`src/hw/rtl/assert_macros.svh`:
```
// Assertion macros for the relay sequencer RTL.
`ifndef ASSERT_MACROS_SVH
`define ASSERT_MACROS_SVH

// Same-cycle implication, checked on aclk outside reset.
`define BRCS_ASSERT_IMP(lbl, ante, cons) \
    lbl: assert property (@(posedge aclk) disable iff (!aresetn) (ante) |-> (cons)) \
        else $error("relay sequencer check failed");

// Next-cycle implication, checked on aclk outside reset.
`define BRCS_ASSERT_NXT(lbl, ante, cons) \
    lbl: assert property (@(posedge aclk) disable iff (!aresetn) (ante) |=> (cons)) \
        else $error("relay sequencer check failed");

`endif

```
`src/hw/rtl/brcs_pkg.sv`:
```
// Types and constants for the battery relay close sequencer.
package brcs_pkg;

    localparam int DELAY_W = 16;
    localparam int MODE_W  = 2;
    localparam int STEP_W  = 2;
    localparam int EN_W    = 3;

    localparam logic [MODE_W-1:0] MODE_OPEN   = 2'd0;
    localparam logic [MODE_W-1:0] MODE_CLOSED = 2'd1;
    localparam logic [MODE_W-1:0] MODE_FAULT  = 2'd2;

    localparam logic [STEP_W-1:0] STEP_NONE     = 2'd0;
    localparam logic [STEP_W-1:0] STEP_POSITIVE = 2'd1;
    localparam logic [STEP_W-1:0] STEP_NEGATIVE = 2'd2;
    localparam logic [STEP_W-1:0] STEP_SOLAR    = 2'd3;

    localparam logic [EN_W-1:0] EN_POSITIVE = 3'b001;
    localparam logic [EN_W-1:0] EN_NEGATIVE = 3'b010;
    localparam logic [EN_W-1:0] EN_SOLAR    = 3'b100;

    localparam logic [DELAY_W-1:0] CLOSE_STEP_DELAY_RESET = 16'd150;

    typedef struct packed {
        logic [MODE_W-1:0]  mode;
        logic [STEP_W-1:0]  close_step;
        logic [DELAY_W-1:0] delay_count;
        logic [EN_W-1:0]    enables;
    } brcs_state_t;

endpackage

```
`src/hw/rtl/brcs_step.sv`:
```
// Next-state logic for one tick of the relay sequencer.
module brcs_step
    import brcs_pkg::*;
(
    input  brcs_state_t        cur_state,
    input  logic [DELAY_W-1:0] close_step_delay,
    input  logic               fault_present,
    input  logic               close_request,
    output brcs_state_t        next_state
);

    logic [DELAY_W-1:0] load_value;
    logic [DELAY_W-1:0] count_dec;

    // A zero delay behaves as one tick.
    assign load_value = (close_step_delay == '0) ? DELAY_W'(1) : close_step_delay;
    assign count_dec  = cur_state.delay_count - DELAY_W'(1);

    always_comb begin
        next_state = cur_state;
        if (cur_state.mode == MODE_FAULT || fault_present) begin
            next_state.mode        = MODE_FAULT;
            next_state.enables     = '0;
            next_state.close_step  = STEP_NONE;
            next_state.delay_count = '0;
        end else if (cur_state.mode == MODE_OPEN) begin
            if (close_request) begin
                next_state.mode        = MODE_CLOSED;
                next_state.close_step  = STEP_NONE;
                next_state.delay_count = load_value;
            end
        end else if (!close_request) begin
            // Open cancels any pending step.
            next_state.mode        = MODE_OPEN;
            next_state.enables     = '0;
            next_state.close_step  = STEP_NONE;
            next_state.delay_count = '0;
        end else if (cur_state.delay_count != '0) begin
            next_state.delay_count = count_dec;
            if (count_dec == '0) begin
                case (cur_state.close_step)
                    STEP_NONE: begin
                        next_state.enables     = cur_state.enables | EN_POSITIVE;
                        next_state.close_step  = STEP_POSITIVE;
                        next_state.delay_count = load_value;
                    end
                    STEP_POSITIVE: begin
                        next_state.enables     = cur_state.enables | EN_NEGATIVE;
                        next_state.close_step  = STEP_NEGATIVE;
                        next_state.delay_count = load_value;
                    end
                    STEP_NEGATIVE: begin
                        next_state.enables     = cur_state.enables | EN_SOLAR;
                        next_state.close_step  = STEP_SOLAR;
                        next_state.delay_count = '0;
                    end
                    default: begin
                        next_state.delay_count = '0;
                    end
                endcase
            end
        end
    end

endmodule

```
`src/hw/rtl/battery_relay_close_sequencer_unit.sv`:
```
// Battery relay close sequencer: the result is valid in the cycle after input accept.
// Throughput one item per cycle while results are taken; the state registers and
// result register both load on the same accept edge. The input stalls only while
// the result register is full and the result is not taken in that cycle.
// Synchronous active-low reset: mode open, no step pending, all relays open,
// close_step_delay back to 150 ticks, result register empty.
module battery_relay_close_sequencer_unit
    import brcs_pkg::*;
(
    input  logic               aclk,
    input  logic               aresetn,
    // configuration write channel
    input  logic               cfg_valid,
    output logic               cfg_ready,
    input  logic [DELAY_W-1:0] cfg_close_step_delay,
    // tick input channel
    input  logic               s_valid,
    output logic               s_ready,
    input  logic               s_fault_present,
    input  logic               s_close_request,
    // result channel
    output logic               m_valid,
    input  logic               m_ready,
    output logic               m_positive_enable,
    output logic               m_negative_enable,
    output logic               m_solar_enable,
    output logic [MODE_W-1:0]  m_relay_mode
);

`include "assert_macros.svh"

    logic [DELAY_W-1:0] close_step_delay_reg;
    brcs_state_t        state_reg;
    brcs_state_t        state_next;
    logic               m_valid_reg;
    logic [EN_W-1:0]    m_enables_reg;
    logic [MODE_W-1:0]  m_mode_reg;
    logic               s_accept;

    // The configuration register is always writable.
    assign cfg_ready = 1'b1;

    // Take a new item whenever the result slot is empty or draining this cycle.
    assign s_ready  = !m_valid_reg || m_ready;
    assign s_accept = s_valid && s_ready;

    always_ff @(posedge aclk) begin
        if (!aresetn) begin
            close_step_delay_reg <= CLOSE_STEP_DELAY_RESET;
        end else if (cfg_valid) begin
            close_step_delay_reg <= cfg_close_step_delay;
        end
    end

    brcs_step u_step (
        .cur_state        (state_reg),
        .close_step_delay (close_step_delay_reg),
        .fault_present    (s_fault_present),
        .close_request    (s_close_request),
        .next_state       (state_next)
    );

    // Advance the sequencer state once per accepted tick.
    always_ff @(posedge aclk) begin
        if (!aresetn) begin
            state_reg <= '{mode: MODE_OPEN, close_step: STEP_NONE,
                           delay_count: '0, enables: '0};
        end else if (s_accept) begin
            state_reg <= state_next;
        end
    end

    // Result register: holds the post-tick outputs until taken.
    always_ff @(posedge aclk) begin
        if (!aresetn) begin
            m_valid_reg <= 1'b0;
        end else if (s_accept) begin
            m_valid_reg <= 1'b1;
        end else if (m_ready) begin
            m_valid_reg <= 1'b0;
        end
    end

    always_ff @(posedge aclk) begin
        if (s_accept) begin
            m_enables_reg <= state_next.enables;
            m_mode_reg    <= state_next.mode;
        end
    end

    assign m_valid           = m_valid_reg;
    assign m_positive_enable = m_enables_reg[0];
    assign m_negative_enable = m_enables_reg[1];
    assign m_solar_enable    = m_enables_reg[2];
    assign m_relay_mode      = m_mode_reg;

    // Fault mode never releases.
    `BRCS_ASSERT_NXT(a_fault_sticky, state_reg.mode == MODE_FAULT, state_reg.mode == MODE_FAULT)
    // Relays are only driven in closed mode.
    `BRCS_ASSERT_IMP(a_enables_closed_only, state_reg.enables != '0, state_reg.mode == MODE_CLOSED)
    // Relays close strictly in order positive, negative, solar.
    `BRCS_ASSERT_IMP(a_close_order, state_reg.enables[2], state_reg.enables[1] && state_reg.enables[0])
    // Nothing pending once the last relay has closed.
    `BRCS_ASSERT_IMP(a_done_idle, state_reg.close_step == STEP_SOLAR, state_reg.delay_count == '0)
    // A held result is not overwritten while stalled.
    `BRCS_ASSERT_IMP(a_no_overrun, m_valid_reg && !m_ready, !s_accept)

endmodule

```
`config.mk`:
```
export PLATFORM = sky130hd
export DESIGN_NAME = battery_relay_close_sequencer_unit
export DESIGN_NICKNAME = d
export VERILOG_FILES = /design/src/hw/rtl/brcs_pkg.sv /design/src/hw/rtl/brcs_step.sv /design/src/hw/rtl/battery_relay_close_sequencer_unit.sv
export VERILOG_INCLUDE_DIRS = /design/src /design/src/hw/rtl
export SDC_FILE = /design/constraint.sdc
export NUM_CORES = 1
export LEC_CHECK = 0
export BUFFER_PORTS_ARGS = -buffer_cell sky130_fd_sc_hd__clkbuf_2
export CAP_MARGIN = 20
export CORE_MARGIN = 1
export CORE_UTILIZATION = 45
export CTS_CLUSTER_SIZE = 14
export DETAILED_ROUTE_END_ITERATION = 16
export HOLD_SLACK_MARGIN = 0.12
export PLACE_DENSITY = 0.68
export SYNTH_ARGS = -nofsm -noshare
export SYNTH_HDL_FRONTEND = slang
export SYNTH_HIERARCHICAL = 1
export SYNTH_SLANG_ARGS = --single-unit
export TNS_END_PERCENT = 50
```
`constraint.sdc`:
```
create_clock -name aclk -period 3.05 [get_ports aclk]
set_clock_uncertainty 0.05 [all_clocks]
set_input_delay 0.1525 -clock aclk [delete_from_list [all_inputs] [get_ports aclk]]
set_output_delay 0.1525 -clock aclk [all_outputs]
set_load 0.05 [all_outputs]
```
==> results of run 1 <==
-- logic make-up (layout without fill, tap and decap cells) --
kind of cell               count (synthesis)  after routing  share of synthesized area (%)
xor gates and xnor gates                  10             10                           2.94
muxes                                     51             51                           17.1
DFF                                       45             45                           31.9
other                                      1              1                          0.126
AOI/OAI and AO/OA                         59             59                           14.2
buffers and inverters                     30             71                           6.05
adders and majority gates                  2              2                          0.840
and+or+nand+nor                          149            149                           26.7
-- power by group through the flow --
stage	registers [mW]	logic (mW)	clock network, mW
2_1_floorplan	0.674	0.314	0
3_3_place_gp	0.671	0.396	0
3_5_place_dp	0.671	0.399	0
4_1_cts	0.657	0.421	0.377
5_1_grt	0.663	0.470	0.402
6_report	0.657	0.430	0.364
-- through the flow --
step	hold WS, ns	utilization (%)	setup WS [ns]
floorplan	0.231	-	0.494
global placement	0.317	49.0	0.359
detailed placement	0.323	49.0	0.284
CTS	0.165	53.1	0.257
global route	0.167	53.5	0.0251
finish	0.169	53.5	0.265
-- placed cells by master (no fill, tap or decap), types with 2 or more instances in the layout --
master,instances
clkbuf_2,29
mux2i_1,51
a21oi_1,12
a211oi_1,5
xnor2_1,4
or3_1,3
edfxtp_1,5
nand2b_1,4
inv_1,6
nand3_1,4
dlygate4sd3_1,18
nor2b_1,12
o21ai_0,4
or4_4,4
nand4b_1,2
or4_1,2
a211oi_2,2
nor3_1,7
a41oi_1,2
o21bai_1,3
clkbuf_8,5
nand4_1,3
a31oi_1,5
and2_1,2
a21o_1,3
clkbuf_1,2
o22ai_1,8
nor4_1,8
xor2_1,6
ha_1,2
nor2_1,23
nand3b_1,2
nand2_1,63
o21a_1,3
buf_4,9
dfxtp_1,40
-- critical path: stages, from the launching register on --
cell and delay [ns]:
dfxtp_1 0.54, inv_1 0.08, ha_1 0.30, o21bai_1 0.20
a311o_1 0.36, o221a_2 0.18, nor4_4 0.24, buf_4 0.21
nor2_1 0.08, a211oi_1 0.24, nand2_1 0.08, mux2i_1 0.13
-- metal layers --
layer / up-vias / wire, um
met4: 0 / 75
met2: 74 / 3360
met5: - / 0
li1: 1321 / -
met1: 1237 / 3380
met3: 6 / 347
-- cell type report --
type	count	area [um2]	area share (%)
Sequential cell	45	951	27.8
Timing Repair Buffer	57	420	12.3
Multi-Input combinational cell	272	1850	54.0
Clock inverter	1	5.00	0.146
Inverter	6	22.5	0.659
Tap cell	77	96.3	2.82
Clock buffer	7	76.3	2.23
-- worst max path at each step --
stage                    endpoint  cells past startpoint
floorplan            state_reg[8]                     12
global placement    state_reg[10]                     11
detailed placement  state_reg[10]                     11
CTS                 state_reg[10]                     11
global route         state_reg[9]                     11
finish              state_reg[10]                     11
-- timing repair --
action                                  in CTS  in global routing
hold endpoints to repair                    17                  0
endpoints found under the setup margin       0                  0
hold buffers                                18                  0
==> out/metrics.csv, run 1 <==
stage,metric,value,unit
setup_path,crit_fanout,11,
route,drt-total-wl,7150,um
worst_hold_path,min_path_type,input pin to flop,
route,wl_per_cell,15.4,um
final_layout,final_nets,412,
clocking,numCtsBuffers,5,
setup_path,crit_path_start,state_reg[3],
route,drc,0,
place,portBuffers,29,
sta,tns,0,ns
pwr,power_frac_seq,45.3,%
logic_synthesis,syn_area_per_cell,8.58,um2
global_routing,grt.busiest_layer,met2,
clocking,postCtsSetupBuffers,0,
logic_synthesis,synth_top_area_share,26.9,%
setup_path,required,3.23,ns
status,status,"finished, final reports clean",
place,place_area,0.00313,mm2
setup_path,critPathKind,flop to flop,
sta,worst_pin_slew,0.619,ns
logic_synthesis,synthCells,347,
floorplanning,start_util,46.6,%
sta,final.min_clock_period,2.78,ns
setup_path,r2r_cells,11,
global_routing,grt_overflow_total,0,
floorplanning,dieArea,0.00695,mm2
floorplanning,fp.dieH,83.3,um
final_layout,drive_gt1_share,16.0,%
logic_synthesis,synth_cell_type_count,60,
global_routing,grt_use_met1,29.2,%
sta,fin_crit_sh,91.3,%
final_layout,layout.cells.non_filler,465,
final_layout,insertedDiodeCount,0,
route,drt_iter0_markers,156,
logic_synthesis,synthesis.nets,372,
logic_synthesis,synth_most_common_cell,nand2_1,
route,viasPerCell,5.67,
place,gp_congestion,0.937,
final_layout,syn_to_final_growth,14.8,%
pwr,leakage,1.42,nW
pwr,power.clock.fraction,25.1,%
place,place_hpwl,4990,um
logic_synthesis,ys_seq_area_share,31.9,%
pwr,p_total,1.45,mW
global_routing,grt_pass1_wl,12300,um
sta,slew_violations,0,
worst_hold_path,hp-start,s_fault_present,
floorplanning,rows,29,
setup_path,crit_path_end_kind,flop,
logic_synthesis,synth_edf_count,5,
setup_path,reg2reg_to,state_reg[10],
floorplanning,core-area,0.00639,mm2
logic_synthesis,ys_warn_count,6,
clocking,root_buffer,clkbuf_8,
clocking,clockBufferDepth,2,
logic_synthesis,ys.flop_type,dfxtp_1,
clocking,path_clk_slew,0.09,ns
logic_synthesis,yosys-top-cells-area,"dfxtp_1 (27%), mux2i_1 (17%), nand2_1 (7.9%)",
logic_synthesis,ys_async_sr_fraction,0,%
clocking,cts_tree,done,
worst_hold_path,worst_hold_path.endpoint,m_relay_mode[1],
logic_synthesis,synth_top_area_cell,dfxtp_1,
global_routing,met2_usage,35.4,%
place,dpl.cell_count,438,
floorplanning,die_w,83.3,um
pwr,vdd_ir_drop_max,0.228,mV
clocking,clock-sinks,45,
global_routing,grt_pass1_vias,2495,
floorplanning,ios,31,
sta,hold_viol,0,
pwr,p_comb_share,29.6,%
sta,setup_viol_count_final,0,
job,max-cap-violations,0,
global_routing,use_met3,3.48,%
final_layout,design_area,0.00342,mm2
global_routing,grt_usage,21.5,%
logic_synthesis,synth_area,0.00298,mm2
pwr,switchingPower,0.483,mW
clocking,insertion_delay,0.30,ns
sta,max_freq,0.359,GHz
pwr,p_sw_share,33.3,%
clocking,h-tree-depth,2,
global_routing,antenna_found_initial,0,
pwr,powerDensity,424,mW/mm2
route,ant_nets,0,
setup_path,r2r_start,state_reg[3],
setup_path,worstPathArrival,2.97,ns
global_routing,grt_max_degree,64,
route,vias,2638,
setup_path,r2r_slack,0.27,ns
final_layout,fillCellCount,605,
worst_hold_path,holdPathStages,2,
sta,rsz0062_at_grt,false,
final_layout,largest_register_ffs,23,
sta,relSlewSlack,58.4,%
pwr,p_int,0.968,mW
setup_path,start_kind,flop,
logic_synthesis,ys_seq_elements,45,
logic_synthesis,synth_top_cells_by_count,"nand2_1 (63), mux2i_1 (51), dfxtp_1 (40)",
clocking,cts_resized,0,
route,dr.pass1.iters,4,
Note: power is estimated with default switching activity, not from simulation.
==> inputs of run 2 (changes only) <==
Settings changed: ABC_AREA set to 1, CTS_CLUSTER_DIAMETER set to 100, PLACE_DENSITY 0.68 to 0.67.
==> run 2 against run 1 <==
  * Utilization is 0.60 points higher
  * Sequential share of layout area is 2.7 points lower
  * Worst setup slack better by 0.092 ns
  * Via count is 33% higher
  * Largest cell class unchanged
  * Largest power group unchanged
  * Highest routed layer unchanged
==> out/metrics.csv, run 2 <==
stage,metric,value,unit,change
logic_synthesis,ys_seq_elements,45,,unchanged
route,dr.pass1.iters,5,,+1
logic_synthesis,synth_edf_count,5,,unchanged
sta,setup_viol_count_final,0,,unchanged
route,drt-total-wl,9230,um,+29%
pwr,powerDensity,460,mW/mm2,+8.3%
floorplanning,ios,31,,unchanged
sta,fin_crit_sh,88.3,%,-3.0 points
final_layout,final_nets,597,,+45%
setup_path,start_kind,flop,,
global_routing,grt_overflow_total,0,,unchanged
setup_path,r2r_start,state_reg[3],,
route,drt_iter0_markers,292,,+87%
sta,relSlewSlack,37.4,%,-21 points
clocking,clock-sinks,45,,unchanged
place,gp_congestion,0.937,,about the same
global_routing,grt_usage,25.3,%,+3.8 points
clocking,path_clk_slew,0.09,ns,about the same
floorplanning,die_w,88.0,um,+5.6%
setup_path,crit_path_start,state_reg[3],,
setup_path,cp_num_buf_inv,3,,+1
setup_path,crit_fanout,14,,+3
floorplanning,start_util,47.7,%,+1.1 points
final_layout,final_util,54.1,%,+0.60 points
setup_path,worstPathCellList,"inv_1, ha_1, nand2_2, nor2_4, nand2_1, nand2_1, nand2_2, nor2_4, inv_1, nor2_4, nand2_2, nand2_1, nand3_1, a21oi_1, inv_1, nand3_1, nand2_1, nor2_1",,
place,portBuffers,29,,unchanged
setup_path,cp_top_family,simple AND/OR/NAND/NOR gates,,
logic_synthesis,ys_warn_count,6,,unchanged
route,ant_nets,0,,unchanged
place,place_hpwl,6370,um,+28%
clocking,clockBufferDepth,2,,unchanged
setup_path,slowest_delay,0.36,ns,-0.18 ns
global_routing,grt_pass1_vias,3191,,+28%
global_routing,grt_pass1_wl,15500,um,+26%
pwr,leakage,1.76,nW,+23%
sta,hold_viol,0,,unchanged
logic_synthesis,synth_top_area_cell,dfxtp_1,,
route,wl_per_cell,13.8,um,-10%
sta,rsz0062_at_grt,false,,
sta,tns,0,ns,unchanged
clocking,insertion_delay,0.30,ns,about the same
logic_synthesis,ys.flop_type,dfxtp_1,,
logic_synthesis,synthCells,539,,+55%
floorplanning,core-area,0.00698,mm2,+9.3%
worst_hold_path,min_path_type,input pin to flop,,
sta,final.min_clock_period,2.69,ns,-0.0923 ns
route,vias,3511,,+33%
logic_synthesis,synth_top_cells_by_count,"nand2_1 (101), inv_1 (74), nor2_1 (73)",,
setup_path,cp.depth,18,,+7
floorplanning,rows,30,,+3.4%
clocking,h-tree-depth,2,,unchanged
pwr,vdd_ir_drop_max,0.353,mV,+55%
route,viasPerCell,5.25,,-7.5%
setup_path,r2r_slack,0.36,ns,+0.09 ns
logic_synthesis,ys_seq_area_share,28.6,%,-3.4 points
logic_synthesis,syn_area_per_cell,6.18,um2,-28%
setup_path,reg2reg_to,state_reg[12],,
setup_path,critPathCapture,state_reg[12],,
sta,hold_ws,0.215,ns,+0.0459 ns
logic_synthesis,synth_area,0.00333,mm2,+12%
final_layout,layout_commonest_cell,nand2_1,,
setup_path,crit_path_end_kind,flop,,
sta,worst_pin_slew,0.935,ns,+0.316 ns
route,drc,0,,unchanged
clocking,numCtsBuffers,5,,unchanged
setup_path,crit_top_cell,nand2_1,,
sta,slew_violations,0,,unchanged
setup_path,slowest_stage,dfxtp_1,,
logic_synthesis,yosys-top-cells-area,"dfxtp_1 (24%), nand2_1 (11%), nand3_1 (9.0%)",,
floorplanning,dieArea,0.00775,mm2,+12%
global_routing,antenna_found_initial,0,,unchanged
final_layout,insertedDiodeCount,0,,unchanged
global_routing,grt_max_degree,49,,-23%
final_layout,layout.cells.non_filler,669,,+44%
setup_path,critPathKind,flop to flop,,
clocking,root_buffer,clkbuf_8,,
setup_path,worstPathArrival,2.88,ns,-0.09 ns
setup_path,r2r_cells,18,,+7
floorplanning,fp.dieH,88.0,um,+5.6%
logic_synthesis,synth_top_area_share,24.1,%,-2.8 points
logic_synthesis,synth_cell_type_count,33,,-45%
final_layout,drive_gt1_share,13.8,%,-2.2 points
final_layout,largest_register_ffs,23,,unchanged
job,max-cap-violations,0,,unchanged
final_layout,syn_to_final_growth,13.5,%,
clocking,cts_tree,done,,
setup_path,required,3.24,ns,about the same
status,status,"finished, final reports clean",,
logic_synthesis,synthesis.nets,564,,+52%
place,dpl.cell_count,643,,+47%
logic_synthesis,synth_most_common_cell,nand2_1,,
logic_synthesis,ys_async_sr_fraction,0,%,unchanged
sta,max_freq,0.371,GHz,+3.4%
final_layout,final_cell_mix,"nand2_1 (101), inv_1 (74), nor2_1 (73), nand3_1 (60), a21oi_1 (46)",,
-- run 2: cell types whose count changed after synthesis, sizes merged, moves of 12 or more --
| cell | before | now |
|---|---|---|
| nor2b | 12 | 0 |
| nor2 | 23 | 88 |
| nand2 | 63 | 108 |
| mux2i | 51 | 0 |
| o21ai | 5 | 50 |
| a21oi | 13 | 54 |
| nand3 | 4 | 64 |
| inv | 6 | 74 |
-- run 2: cell families (layout without fill, tap and decap cells) --
family          Yosys count  after routing  synth area share (%)
simple gates            272            272                  37.7
compound gates          115            115                  19.0
buf+inv                 103            137                  13.6
flops                    45             45                  28.6
fa+ha+maj                 2              2                 0.751
other cells               1              1                 0.113
xor+xnor                  1              1                 0.263
-- run 2: how the worst min path moves through the flow --
stage,start,to,depth (start not counted)
floorplan,cfg_close_step_delay[4],close_step_delay_reg[4],2
global placement,cfg_close_step_delay[1],close_step_delay_reg[1],3
detailed placement,cfg_close_step_delay[1],close_step_delay_reg[1],3
CTS,s_valid,m_valid,3
global route,s_valid,state_reg[19],3
finish,s_valid,m_valid,3
-- run 2: final cells by class --
class                      count  area (um2)
clock buffer                   6        72.6
clock inverter                 2        38.8
fill                         739        3200
inverter                      76         285
multi-input combinational    391        1930
sequential                    45         951
tap                           96         120
timing repair buffer          53         378
-- run 2: routing by layer --
| metal | global-route usage [%] | up-vias | part of all wire (%) |
|---|---|---|---|
| met3 | 2.64 | 5 | 5.0 |
| met4 | 4.55 | 0 | 0.64 |
| met2 | 42.4 | 124 | 47 |
| li1 | - | 1801 | - |
| met1 | 35.6 | 1581 | 48 |
| met5 | 0 | - | 0 |
-- run 2: timing repair --
item | 4_1_cts | 5_1_grt
hold buffers | 16 | 0
setup endpoints to repair | 0 | 5
endpoints found under the hold margin | 16 | 0
setup buffers | 0 | 2
resized for setup | 0 | 1
-- run 2: where the power goes --
part | switching, mW | internal, mW | total, mW
Combinational | 0.370 | 0.204 | 0.574
Clock | 0.220 | 0.247 | 0.467
Sequential | 0.0537 | 0.642 | 0.696
-- run 2: worst register-to-register path, cell delays in order (launching register included) --
cell and delay, ns:
dfxtp_1 0.36, inv_1 0.21, ha_1 0.31, nand2_2 0.15
nor2_4 0.14, nand2_1 0.06, nand2_1 0.07, nand2_2 0.07
nor2_4 0.12, inv_1 0.07, nor2_4 0.13, nand2_2 0.19
nand2_1 0.11, nand3_1 0.08, a21oi_1 0.20, inv_1 0.07
nand3_1 0.08, nand2_1 0.07, nor2_1 0.10
-- run 2: through the flow --
stage / instance area (um2) / worst slack (ns) / total power [mW]
6_report: 3780 / 0.358 / 1.74
5_1_grt: 3780 / 0.00672 / 1.84
4_1_cts: 3740 / 0.307 / 1.74
3_5_place_dp: 3470 / 0.340 / 1.25
3_3_place_gp: 3470 / 0.398 / 1.25
2_1_floorplan: 3330 / 0.799 / 1.13
